$ cat src/hw/rtl/wds_pkg.sv
// Package for the weighted discrete sampler: sizes, state encoding, register
// addresses and the request and response structs of the modulo unit.
// No dependencies; the top level and wds_mod import it.
`default_nettype none

package wds_pkg;

    localparam int MAX_ENTRIES = 64;
    localparam int IDX_W       = $clog2(MAX_ENTRIES);
    localparam int SUM_W       = 22;
    localparam int WEIGHT_W    = 16;
    localparam int MULT_W      = 16;
    localparam int EIU_W       = 7;
    localparam int RAND_W      = 32;
    localparam int ADDR_W      = 3;
    localparam int DATA_W      = 32;
    localparam int CNT_W       = $clog2(RAND_W + 1);

    // Operation codes of an input word.
    localparam logic OP_LOAD   = 1'b0;
    localparam logic OP_SAMPLE = 1'b1;

    // Status codes of a result word.
    localparam logic STAT_OK         = 1'b0;
    localparam logic STAT_ZERO_TOTAL = 1'b1;

    // Register select bit of the configuration address (byte address 4*i).
    localparam logic REG_MULT = 1'b0;
    localparam logic REG_EIU  = 1'b1;

    typedef enum logic [2:0] {
        ST_IDLE,
        ST_LD_MUL,
        ST_LD_WGT,
        ST_LD_SUM,
        ST_SM_TOT_RD,
        ST_SM_TOT_CHK,
        ST_SM_MOD,
        ST_SM_WALK
    } state_t;

    typedef struct packed {
        logic              start;
        logic [RAND_W-1:0] dividend;
        logic [SUM_W-1:0]  divisor;
    } mod_req_t;

    typedef struct packed {
        logic             done;
        logic [SUM_W-1:0] remainder;
    } mod_rsp_t;

endpackage

`default_nettype wire

$ cat src/hw/rtl/wds_in_if.sv
// Input channel of the weighted discrete sampler: valid/ready plus the
// fields of one load or sample word. No dependencies.
`default_nettype none

interface wds_in_if;
    logic               valid;
    logic               ready;
    logic               op;
    logic [5:0]         entry_index;
    logic [15:0]        base_weight;
    logic signed [15:0] extra_weight;
    logic [31:0]        random_value;

    modport source (output valid, op, entry_index, base_weight, extra_weight,
                    random_value, input ready);
    modport sink (input valid, op, entry_index, base_weight, extra_weight,
                  random_value, output ready);
endinterface

`default_nettype wire

$ cat src/hw/rtl/wds_out_if.sv
// Result channel of the weighted discrete sampler: valid/ready plus the
// chosen index and status of one result word. No dependencies.
`default_nettype none

interface wds_out_if;
    logic       valid;
    logic       ready;
    logic [5:0] chosen_index;
    logic       status;

    modport source (output valid, chosen_index, status, input ready);
    modport sink (input valid, chosen_index, status, output ready);
endinterface

`default_nettype wire

$ cat src/hw/rtl/weighted_discrete_sampler.sv
// Weighted discrete sampler, top level: APB register port, sequencer,
// weight arithmetic, cumulative table RAM and the modulo unit.
// Depends on wds_pkg, wds_in_if, wds_out_if, wds_ram and wds_mod.
//
// Usage: words arrive on in_ch and each gives exactly one word on out_ch.
// A load word (op 0) scales its extra weight by the Q8.8 multiplier, adds
// the base weight, clamps to 0..65535 and stores the running cumulative sum
// at its entry index; entries are loaded from index zero upwards. Its
// result is index 0, status ok. A sample word (op 1) reduces random_value
// modulo the total weight and walks the table for the first entry whose
// cumulative sum reaches remainder + 1; a zero total answers status 1.
// The block holds one word at a time: in_ch.ready is high only when the
// sequencer is idle. A sample runs the bit-serial modulo unit and then
// a walk that reads k (1..64) table entries, one RAM read per cycle.
// The result sits in an output register; a new word is accepted while it
// waits, and the sequencer holds its last step until the receiver takes
// it. Reset clears the sequencer, the running sum and the registers
// (multiplier 0, one entry in use); the table is not cleared.
`default_nettype none

module weighted_discrete_sampler (
    input  wire logic                        clk,
    input  wire logic                        rst_n,
    input  wire logic                        psel,
    input  wire logic                        penable,
    input  wire logic                        pwrite,
    input  wire logic [wds_pkg::ADDR_W-1:0]  paddr,
    input  wire logic [wds_pkg::DATA_W-1:0]  pwdata,
    output logic [wds_pkg::DATA_W-1:0]       prdata,
    output logic                             pready,
    wds_in_if.sink                           in_ch,
    wds_out_if.source                        out_ch
);
    import wds_pkg::*;

    state_t state_reg, state_next;

    logic [MULT_W-1:0]   mult_reg;
    logic [EIU_W-1:0]    eiu_reg;
    logic [IDX_W-1:0]    idx_reg;
    logic [WEIGHT_W-1:0] base_reg;
    logic [15:0]         extra_reg;
    logic [RAND_W-1:0]   rnd_reg;
    logic signed [32:0]  prod_reg;
    logic [WEIGHT_W-1:0] weight_reg;
    logic [SUM_W-1:0]    running_reg;
    logic [SUM_W-1:0]    target_reg;
    logic [IDX_W-1:0]    cur_reg;
    logic                out_valid_reg;
    logic [IDX_W-1:0]    out_idx_reg;
    logic                out_status_reg;

    logic                cfg_wr;
    logic                accept;
    logic                out_free;
    logic [IDX_W-1:0]    last_idx;
    logic signed [32:0]  prod_next;
    logic signed [32:0]  prod_adj;
    logic signed [24:0]  quot;
    logic signed [25:0]  wsum;
    logic [WEIGHT_W-1:0] weight_next;
    logic [SUM_W:0]      sum_ext;
    logic [SUM_W-1:0]    sum_sat;
    logic                walk_stop;

    // Sequencer outputs.
    logic                ram_we;
    logic [IDX_W-1:0]    ram_raddr;
    logic [SUM_W-1:0]    ram_rdata;
    logic                emit;
    logic [IDX_W-1:0]    emit_idx;
    logic                emit_status;
    mod_req_t            mod_req;
    mod_rsp_t            mod_rsp;

    // ---------------- configuration port ----------------
    assign pready = 1'b1;
    assign cfg_wr = psel && penable && pwrite && pready;

    always_comb
    begin
        prdata = '0;
        if (paddr[1:0] == 2'b00)
        begin
            unique case (paddr[2])
                REG_MULT: prdata = {{(DATA_W-MULT_W){1'b0}}, mult_reg};
                REG_EIU:  prdata = {{(DATA_W-EIU_W){1'b0}}, eiu_reg};
                default:  prdata = '0;
            endcase
        end
    end

    always_ff @(posedge clk or negedge rst_n)
    begin
        if (!rst_n)
        begin
            mult_reg <= '0;
            eiu_reg  <= EIU_W'(1);
        end
        else if (cfg_wr)
        begin
            unique case (paddr[2])
                REG_MULT: mult_reg <= pwdata[MULT_W-1:0];
                REG_EIU:  eiu_reg  <= pwdata[EIU_W-1:0];
                default:  mult_reg <= mult_reg;
            endcase
        end
    end

    // Index of the last entry in use; zero counts as one entry.
    always_comb
    begin
        if (eiu_reg == '0)
        begin
            last_idx = '0;
        end
        else if (eiu_reg > EIU_W'(MAX_ENTRIES))
        begin
            last_idx = IDX_W'(MAX_ENTRIES - 1);
        end
        else
        begin
            last_idx = IDX_W'(eiu_reg - EIU_W'(1));
        end
    end

    // ---------------- weight arithmetic ----------------
    assign prod_next = $signed({{17{extra_reg[15]}}, extra_reg})
                     * $signed({17'd0, mult_reg});

    // Division by 256 rounding toward zero: bias negative products first.
    assign prod_adj = prod_reg + (prod_reg[32] ? 33'sd255 : 33'sd0);
    assign quot     = prod_adj[32:8];
    assign wsum     = $signed({quot[24], quot}) + $signed({10'd0, base_reg});

    always_comb
    begin
        if (wsum[25])
        begin
            weight_next = '0;
        end
        else if (wsum[24:16] != '0)
        begin
            weight_next = '1;
        end
        else
        begin
            weight_next = wsum[15:0];
        end
    end

    // Entry zero restarts the running sum; the sum saturates.
    assign sum_ext = {1'b0, (idx_reg == '0) ? {SUM_W{1'b0}} : running_reg}
                   + {{(SUM_W+1-WEIGHT_W){1'b0}}, weight_reg};
    assign sum_sat = sum_ext[SUM_W] ? {SUM_W{1'b1}} : sum_ext[SUM_W-1:0];

    assign walk_stop = (ram_rdata >= target_reg) || (cur_reg == last_idx);

    // ---------------- sequencer ----------------
    assign out_free = !out_valid_reg || out_ch.ready;
    assign accept   = in_ch.valid && in_ch.ready;

    always_comb
    begin
        state_next = state_reg;
        unique case (state_reg)
            ST_IDLE:
            begin
                if (in_ch.valid)
                begin
                    state_next = (in_ch.op == OP_SAMPLE) ? ST_SM_TOT_RD : ST_LD_MUL;
                end
            end
            ST_LD_MUL:    state_next = ST_LD_WGT;
            ST_LD_WGT:    state_next = ST_LD_SUM;
            ST_LD_SUM:
            begin
                if (out_free)
                begin
                    state_next = ST_IDLE;
                end
            end
            ST_SM_TOT_RD: state_next = ST_SM_TOT_CHK;
            ST_SM_TOT_CHK:
            begin
                if (ram_rdata != '0)
                begin
                    state_next = ST_SM_MOD;
                end
                else if (out_free)
                begin
                    state_next = ST_IDLE;
                end
            end
            ST_SM_MOD:
            begin
                if (mod_rsp.done)
                begin
                    state_next = ST_SM_WALK;
                end
            end
            ST_SM_WALK:
            begin
                if (walk_stop && out_free)
                begin
                    state_next = ST_IDLE;
                end
            end
            default:      state_next = ST_IDLE;
        endcase
    end

    always_comb
    begin
        in_ch.ready      = 1'b0;
        ram_we           = 1'b0;
        ram_raddr        = last_idx;
        emit             = 1'b0;
        emit_idx         = '0;
        emit_status      = STAT_OK;
        mod_req.start    = 1'b0;
        mod_req.dividend = rnd_reg;
        mod_req.divisor  = ram_rdata;
        unique case (state_reg)
            ST_IDLE:
            begin
                in_ch.ready = 1'b1;
            end
            ST_LD_SUM:
            begin
                ram_we = out_free;
                emit   = out_free;
            end
            ST_SM_TOT_CHK:
            begin
                if (ram_rdata != '0)
                begin
                    mod_req.start = 1'b1;
                end
                else
                begin
                    emit        = out_free;
                    emit_status = STAT_ZERO_TOTAL;
                end
            end
            ST_SM_MOD:
            begin
                // Entry zero is read here so the walk starts with its data.
                ram_raddr = '0;
            end
            ST_SM_WALK:
            begin
                ram_raddr = walk_stop ? cur_reg : cur_reg + 1'b1;
                emit      = walk_stop && out_free;
                emit_idx  = cur_reg;
            end
            default:
            begin
                ram_raddr = last_idx;
            end
        endcase
    end

    always_ff @(posedge clk or negedge rst_n)
    begin
        if (!rst_n)
        begin
            state_reg     <= ST_IDLE;
            running_reg   <= '0;
            out_valid_reg <= 1'b0;
        end
        else
        begin
            state_reg <= state_next;
            if (ram_we)
            begin
                running_reg <= sum_sat;
            end
            if (emit)
            begin
                out_valid_reg <= 1'b1;
            end
            else if (out_ch.ready)
            begin
                out_valid_reg <= 1'b0;
            end
        end
    end

    always_ff @(posedge clk)
    begin
        if (accept)
        begin
            idx_reg   <= in_ch.entry_index;
            base_reg  <= in_ch.base_weight;
            extra_reg <= in_ch.extra_weight;
            rnd_reg   <= in_ch.random_value;
        end
        if (state_reg == ST_LD_MUL)
        begin
            prod_reg <= prod_next;
        end
        if (state_reg == ST_LD_WGT)
        begin
            weight_reg <= weight_next;
        end
        if (mod_rsp.done)
        begin
            target_reg <= mod_rsp.remainder + 1'b1;
            cur_reg    <= '0;
        end
        else if (state_reg == ST_SM_WALK && !walk_stop)
        begin
            cur_reg <= cur_reg + 1'b1;
        end
        if (emit)
        begin
            out_idx_reg    <= emit_idx;
            out_status_reg <= emit_status;
        end
    end

    assign out_ch.valid        = out_valid_reg;
    assign out_ch.chosen_index = out_idx_reg;
    assign out_ch.status       = out_status_reg;

    // ---------------- cumulative table and modulo unit ----------------
    wds_ram #(
        .WIDTH (SUM_W),
        .DEPTH (MAX_ENTRIES)
    ) u_table (
        .clk   (clk),
        .we    (ram_we),
        .waddr (idx_reg),
        .wdata (sum_sat),
        .raddr (ram_raddr),
        .rdata (ram_rdata)
    );

    wds_mod u_mod (
        .clk   (clk),
        .rst_n (rst_n),
        .req   (mod_req),
        .rsp   (mod_rsp)
    );

endmodule

`default_nettype wire

$ cat src/hw/rtl/wds_ram.sv
// Generic single-write, single-read RAM with a registered read port.
// No dependencies.
`default_nettype none

module wds_ram #(
    parameter int WIDTH = 8,
    parameter int DEPTH = 16
) (
    input  wire logic                     clk,
    input  wire logic                     we,
    input  wire logic [$clog2(DEPTH)-1:0] waddr,
    input  wire logic [WIDTH-1:0]         wdata,
    input  wire logic [$clog2(DEPTH)-1:0] raddr,
    output logic [WIDTH-1:0]              rdata
);

    logic [WIDTH-1:0] mem [DEPTH];

    always_ff @(posedge clk)
    begin
        if (we)
        begin
            mem[waddr] <= wdata;
        end
        rdata <= mem[raddr];
    end

endmodule

`default_nettype wire

$ cat src/hw/rtl/wds_mod.sv
// Bit-serial restoring modulo unit: one dividend bit per cycle.
// Depends on wds_pkg for widths and the request and response structs.
`default_nettype none

module wds_mod (
    input  wire logic              clk,
    input  wire logic              rst_n,
    input  wire wds_pkg::mod_req_t req,
    output wds_pkg::mod_rsp_t      rsp
);
    import wds_pkg::*;

    logic               active_reg;
    logic               done_reg;
    logic [CNT_W-1:0]   cnt_reg;
    logic [RAND_W-1:0]  dvd_reg;
    logic [SUM_W-1:0]   dvs_reg;
    logic [SUM_W-1:0]   rem_reg;
    logic [SUM_W:0]     trial;
    logic [SUM_W-1:0]   rem_next;

    // The partial remainder stays below the divisor, so the trial value
    // needs only one bit more than the divisor.
    always_comb
    begin
        trial = {rem_reg, dvd_reg[RAND_W-1]};
        if (trial >= {1'b0, dvs_reg})
        begin
            rem_next = SUM_W'(trial - {1'b0, dvs_reg});
        end
        else
        begin
            rem_next = trial[SUM_W-1:0];
        end
    end

    always_ff @(posedge clk or negedge rst_n)
    begin
        if (!rst_n)
        begin
            active_reg <= 1'b0;
            done_reg   <= 1'b0;
            cnt_reg    <= '0;
        end
        else
        begin
            done_reg <= 1'b0;
            if (req.start)
            begin
                active_reg <= 1'b1;
                cnt_reg    <= CNT_W'(RAND_W);
            end
            else if (active_reg)
            begin
                cnt_reg <= cnt_reg - 1'b1;
                if (cnt_reg == CNT_W'(1))
                begin
                    active_reg <= 1'b0;
                    done_reg   <= 1'b1;
                end
            end
        end
    end

    always_ff @(posedge clk)
    begin
        if (req.start)
        begin
            dvd_reg <= req.dividend;
            dvs_reg <= req.divisor;
            rem_reg <= '0;
        end
        else if (active_reg)
        begin
            dvd_reg <= {dvd_reg[RAND_W-2:0], 1'b0};
            rem_reg <= rem_next;
        end
    end

    assign rsp.done      = done_reg;
    assign rsp.remainder = rem_reg;

endmodule

`default_nettype wire
$ cat src/flat_wrapper.sv
// flat-port wrapper written by rule: the top's interface ports become plain ports
module weighted_discrete_sampler_flat import wds_pkg::*;
  (clk, rst_n, psel, penable, pwrite, paddr, pwdata, prdata, pready, in_ch_valid, in_ch_op, in_ch_entry_index, in_ch_base_weight, in_ch_extra_weight, in_ch_random_value, in_ch_ready, out_ch_valid, out_ch_chosen_index, out_ch_status, out_ch_ready);
  wds_in_if in_ch_i ();
  wds_out_if out_ch_i ();
  input  wire logic clk;
  input  wire logic rst_n;
  input  wire logic psel;
  input  wire logic penable;
  input  wire logic pwrite;
  input  wire logic [wds_pkg::ADDR_W-1:0] paddr;
  input  wire logic [wds_pkg::DATA_W-1:0] pwdata;
  output logic [wds_pkg::DATA_W-1:0] prdata;
  output logic pready;
  input wire logic [$bits(in_ch_i.valid)-1:0] in_ch_valid;
  input wire logic [$bits(in_ch_i.op)-1:0] in_ch_op;
  input wire logic [$bits(in_ch_i.entry_index)-1:0] in_ch_entry_index;
  input wire logic [$bits(in_ch_i.base_weight)-1:0] in_ch_base_weight;
  input wire logic [$bits(in_ch_i.extra_weight)-1:0] in_ch_extra_weight;
  input wire logic [$bits(in_ch_i.random_value)-1:0] in_ch_random_value;
  output wire logic [$bits(in_ch_i.ready)-1:0] in_ch_ready;
  output wire logic [$bits(out_ch_i.valid)-1:0] out_ch_valid;
  output wire logic [$bits(out_ch_i.chosen_index)-1:0] out_ch_chosen_index;
  output wire logic [$bits(out_ch_i.status)-1:0] out_ch_status;
  input wire logic [$bits(out_ch_i.ready)-1:0] out_ch_ready;
  assign in_ch_i.valid = in_ch_valid;
  assign in_ch_i.op = in_ch_op;
  assign in_ch_i.entry_index = in_ch_entry_index;
  assign in_ch_i.base_weight = in_ch_base_weight;
  assign in_ch_i.extra_weight = in_ch_extra_weight;
  assign in_ch_i.random_value = in_ch_random_value;
  assign in_ch_ready = in_ch_i.ready;
  assign out_ch_valid = out_ch_i.valid;
  assign out_ch_chosen_index = out_ch_i.chosen_index;
  assign out_ch_status = out_ch_i.status;
  assign out_ch_i.ready = out_ch_ready;
  weighted_discrete_sampler u_core (.clk(clk), .rst_n(rst_n), .psel(psel), .penable(penable), .pwrite(pwrite), .paddr(paddr), .pwdata(pwdata), .prdata(prdata), .pready(pready), .in_ch(in_ch_i), .out_ch(out_ch_i));
endmodule
$ cat config.mk
export PLATFORM = sky130hd
export DESIGN_NAME = weighted_discrete_sampler_flat
export DESIGN_NICKNAME = d
export VERILOG_FILES = /design/src/hw/rtl/wds_pkg.sv /design/src/hw/rtl/wds_in_if.sv /design/src/hw/rtl/wds_out_if.sv /design/src/hw/rtl/weighted_discrete_sampler.sv /design/src/hw/rtl/wds_ram.sv /design/src/hw/rtl/wds_mod.sv /design/src/flat_wrapper.sv
export SDC_FILE = /design/constraint.sdc
export NUM_CORES = 2
export LEC_CHECK = 0
export ABC_AREA = 0
export ABC_CLOCK_PERIOD_IN_PS = 6800
export BUFFER_PORTS_ARGS = -buffer_cell sky130_fd_sc_hd__buf_4
export CAP_MARGIN = 20
export CELL_PAD_IN_SITES_DETAIL_PLACEMENT = 1
export CELL_PAD_IN_SITES_GLOBAL_PLACEMENT = 2
export CORE_MARGIN = 1.5
export CORE_UTILIZATION = 40
export CTS_BUF_LIST = sky130_fd_sc_hd__clkbuf_4 sky130_fd_sc_hd__clkbuf_8 sky130_fd_sc_hd__clkbuf_16
export DETAILED_ROUTE_END_ITERATION = 7
export PLACE_DENSITY_LB_ADDON = 0.08
export SYNTH_ARGS = -nofsm -noshare
export SYNTH_HDL_FRONTEND = slang
export SYNTH_SLANG_ARGS = --single-unit
$ cat constraint.sdc
create_clock -name clk -period 6.8 [get_ports clk]
set_input_delay 1.36 -clock clk [delete_from_list [all_inputs] [get_ports clk]]
set_output_delay 1.36 -clock clk [all_outputs]
set_load 0.005 [all_outputs]
* Word level (Yosys, flattened, before mapping) *
Memory sizes are Yosys's and may differ from the RTL's. A register that Yosys moved wholly into a read port is not among the register bits.
Index checks and enable logic that the tools add are counted.

cells by class
  add/subtract/negate cells = 8
  $mul = 1
  order comparisons = 3
  equality and inequality tests = 12
  muxes and demuxes = 39
  bitwise gates (word level) = 1
  reductions and logical operators = 20

operator list
  cell                                                  count
  two-way mux 32 bit                                    3
  two-way mux 22 bit                                    3
  case mux 32 bit (2 select lines)                      1
  adder 33 x 9 -> 33 bit                                1
  multiplier 16 x 17 -> 33 bit                          1
  two-way mux 6 bit                                     5
  adder 25 x 17 -> 26 bit                               1
  case mux 3 bit (8 select lines)                       1
  adder 22 x 16 -> 23 bit                               1
  greater-or-equal comparator 23 x 22 -> 1 bit          1
  adder 22 x 1 -> 22 bit, second input constant         1
  greater-or-equal comparator 22 bit                    1
  nonzero test 22 bit                                   1
  subtractor 22 bit                                     1
  two-way mux 3 bit                                     6
  two-way mux 1 bit                                     16
  two-way mux 16 bit                                    1
  equality test 3 bit, second input constant            4
  case mux 6 bit (2 select lines)                       1
  subtractor 6 x 1 -> 6 bit, second input constant      2
  nonzero test 9 bit                                    1
  two-way mux 8 bit                                     1
  greater-than comparator 7 bit, second input constant  1
  zero test 7 bit                                       1
  other kinds (18)                                      28

word-level totals
  register bits after elaboration = 287
  RAM bits = 1408
  input bits = 113
  memories kept = 1

memory list
  memory              words  bits a word  read ports  clocked after memory_dff  write ports  RTL line       RTL
  u_core.u_table.mem  64     22           1           1                         1            wds_ram.sv:17  logic [WIDTH-1:0] mem [DEPTH];

* Longest topological paths before layout *
  depth in word-level cells = 8
  gate-level depth with buffers = 26

* Hierarchy *
Synthesis repeated with hierarchy kept, for this count alone.

second synthesis, totals
  cells, all modules = 4758
  area, all modules = 78724.3 um2

modules (own cells, without submodules)
  module                     instances  cells an instance  area each (um2)  seq. area each (um2)
  wds_ram                    1          2349               54260.8          42721.0
  weighted_discrete_sampler  1          1986               19815.3          5791.8
  wds_mod                    1          423                4648.2           2262.2

* Worst setup path before layout *
Ideal clock, no wire load.

  path kind = reg2reg
  start point = register u_core.idx_reg[3]
  end point = memory u_core.u_table.mem[0][11] (netlist name) (data pin)
  data arrival time = 5982 ps
  data required time = 6091 ps
  setup slack = 109 ps
  cell stages (with the launch flop) = 18
  path buffers = 4
  clock period less this slack = 6691 ps
  cells stage by stage = edfxtp_1 clkbuf_1 or3_1 clkbuf_1 or4_1 clkbuf_1 clkbuf_1 nand2_1 inv_1 ha_1 a21o_1 a21oi_1 o21ai_0 a21oi_1 o21a_1 o211ai_1 and3_1 o21ai_0

between the ends
  word-level cells in the longest chain between the ends = 4

ends and longest elaborated chain
  element                   RTL line                          RTL
  start: declaration        weighted_discrete_sampler.sv:40   logic [IDX_W-1:0] idx_reg;
  start signal: assignment  weighted_discrete_sampler.sv:294  idx_reg <= in_ch.entry_index;
  zero test 6 bit           weighted_discrete_sampler.sv:153  assign sum_ext = {1'b0, (idx_reg == '0) ? {SUM_W{1'b0}} : running_reg}
  two-way mux 22 bit        weighted_discrete_sampler.sv:153
  adder 22 x 16 -> 23 bit   weighted_discrete_sampler.sv:154  + {{(SUM_W+1-WEIGHT_W){1'b0}}, weight_reg};
  two-way mux 22 bit        weighted_discrete_sampler.sv:155  assign sum_sat = sum_ext[SUM_W] ? {SUM_W{1'b1}} : sum_ext[SUM_W-1:0];
  net u_core.sum_sat[11]    weighted_discrete_sampler.sv:63   logic [SUM_W-1:0] sum_sat;
  end: declaration          wds_ram.sv:17

The timed path passes the listed nets, and every way through them passes these cells.

* Worst setup path after layout *
  start point = register u_core.extra_reg[9]
  end point = register u_core.prod_reg[32] (data pin)

between the ends
  word-level cells in the longest chain between the ends = 1

ends and longest elaborated chain
  element                       RTL line                          RTL
  start: declaration            weighted_discrete_sampler.sv:42   logic [15:0] extra_reg;
  start signal: assignment      weighted_discrete_sampler.sv:296  extra_reg <= in_ch.extra_weight;
  multiplier 16 x 17 -> 33 bit  weighted_discrete_sampler.sv:129  * $signed({17'd0, mult_reg});
  net u_core.prod_next[32]      weighted_discrete_sampler.sv:57   logic signed [32:0] prod_next;
  end signal: assignment        weighted_discrete_sampler.sv:301  prod_reg <= prod_next;
  end: declaration              weighted_discrete_sampler.sv:44   logic signed [32:0] prod_reg;

The timed path passes the listed nets, and every way through them passes these cells.
A chain may end at the register's enable or synchronous reset.

==> run summary <==
outcome - complete, no violations
Max Fanout on Critical Path - 10
Core ar. - 199000 um2
type of the worst setup path - reg2reg
Cell Area, Synth - 80200 um2
GRT Total Usage - 24.5%
Slew Limit Fails - 0
Setup crit start kind - register
max_cap viols - 0
CP dominant cell by count - fa_1
Area Growth Syn to Fin - 14.2%
CP top delay family - adder cells
Arr. time, crit path - 6960 ps
number of port buffers - 121
Initial DRC Count - 3939
Reg2Reg Depth - 22
worst hold path type - in2async
most frequent cell after synthesis - nand2_1
die height - 451 um
I/O Pins - 155
Cells after Synth - 6662
routed len/inst - 25.7 um
Cell variety after synth - 80
Worst-Margin Slew - 1100 ps
DRC viols - 0
critical path depth - 22
post-route setup TNS - 0 ps
number of flip-flops in the largest register - 1408
CTS tree - done
H-tree Lvls - 4
RSZ-0062 raised after global routing - no
Worst Skew - 49.2 ps
router iterations before antenna repair - 5
vias in the first global route - 54883
Seq cells post-synth - 1717
Critical Path End Type - register
layout cells sized above 1 - 12.9%
worst path cell trace - buf_4 > nand2_1 > fa_1 > inv_1 > fa_1 > fa_1 > fa_1 > fa_1 > inv_1 > fa_1 > inv_1 > ha_1 > a21oi_1 > nand2b_1 > o21ai_0 > a31oi_1 > a21oi_1 > a311o_1 > a21oi_2 > o21bai_1 > a21oi_1 > xnor2_1
Yosys top cell area share - 60.3%
sequential-to-total area share from yosys stat - 63.3%
die width - 451 um
Final Cycle Share - 94.4%
CTS hold repair buffers - 0
via count - 53330
clk root buf - clkbuf_16
relative slew slack - 26.5%
Fin. Hold Viols - 0
initial antenna violation count - 13
post-synthesis average cell area - 12.0 um2
register clock-pin slew on the reported worst setup and hold paths - 60 ps
Bufs and invs on worst path - 4
CP peak stage delay - 610 ps
DIE AREA - 203000 um2
total grt overflow - 0
drt total wl - 251000 um
starting density of the core - 40.2%
Synth area leader - edfxtp_1
endpoints failing setup - 0
FMAX - 156 MHz
Top FF cell, synth - edfxtp_1
global-route wire length before repair - 369000 um
synth warn - 0
Nets - 7459
CTS Sinks - 1717
Worst Path Required - 7340 ps
Inserted Clock Buffers - 188
gpl congestion - 0.802
critical path's slowest cell - edfxtp_1
number of synthesized flops with an enable pin - 1610
Commonest cells post-synth - 1647 x nand2_1, 1610 x edfxtp_1, 466 x nand3_1, 361 x inv_1, 264 x a21oi_1
Rows - 164
ranking of synthesized cells by area - edfxtp_1 60%, nand2_1 7.7%, fa_1 4.9%, ha_1 3.3%, nand3_1 2.9%
post-DR vias/cell - 5.46
ANT nets after route - 0
Tmin final - 6420 ps
largest net degree at the start of global routing - 117
async set-reset flop share out of synthesis - 3.32%
worst skew pair latency - 850 ps
clk buf depth - 3
hpwl dp - 156000 um
[what timing repair did]
item | CTS | global route
setup buffers | 0 | 11
setup endpoints to repair | 0 | 1
gates resized for setup | 0 | 9
[layer usage]
metal / track usage, % / wire, um / up-vias
li1: - / - / 24103
met2: 40.9 / 121000 / 1056
met4: 6.43 / 6360 / 0
met3: 2.69 / 9950 / 298
met1: 34.0 / 113000 / 27873
met5: 0 / 0 / -
[through the flow]
stage          utilization [%]  hold slack [ps]  setup slack [ps]  instance area [um2]  cells
2_1_floorplan                -              428               109                80300   6677
3_3_place_gp              42.9              483               178                85500   9388
3_5_place_dp              42.9              480               149                85500   9391
4_1_cts                   45.9              254               133                91500   9738
5_1_grt                   45.9              283              47.7                91600   9754
6_report                  45.9              317               379                91600   9760
[area by class of cell]
cell class	instances	area, um2
antenna	9	22.5
clock buffer	251	5220
clock inverter	96	729
fill	20864	108000
inverter	362	1360
multi-input combinational	4235	26600
sequential	1717	50800
tap	2656	3320
timing repair buffer	434	3560
[cell usage in the layout (no fill, tap or decap), types with 83 or more instances in the layout]
cell type / n
nor2_1: 147
inv_1: 360
edfxtp_1: 1610
and3_1: 145
a31oi_1: 134
and2_1: 151
a21oi_1: 262
ha_1: 211
fa_1: 197
clkbuf_16: 189
nand2_1: 1633
buf_4: 407
xnor2_1: 83
nand3_1: 466
[cell families (layout without fill, tap and decap cells)]
logic type                 Yosys count  count (layout)  share of synthesized area [%]
other                                2              26                        0.00936
adders and majority gates          409             409                           8.22
muxes                               87              87                           1.51
AOI/OAI and AO/OA                  740             740                           5.81
buffers and inverters              725            1143                           4.00
and+or+nand+nor                   2862            2862                           15.8
DFF                               1717            1717                           63.3
xor gates and xnor gates           120             120                           1.31
[worst paths after layout]
path | from | end | slack (ps)
min reg2reg | u_core.running_reg[11] | u_core.running_reg[11] | 500
max reg2reg | u_core.extra_reg[9] | u_core.prod_reg[32] | 380
max in group asynchronous | rst_n | u_core.mult_reg[4] | 5350
min in group clk | u_core.running_reg[11] | u_core.running_reg[11] | 500
min | rst_n | u_core.mult_reg[10] | 320
max | u_core.extra_reg[9] | u_core.prod_reg[32] | 380
Power is left out: the tool's default activity adds up to more than one toggle a clock period on the data nets, which glitch-free logic cannot reach.
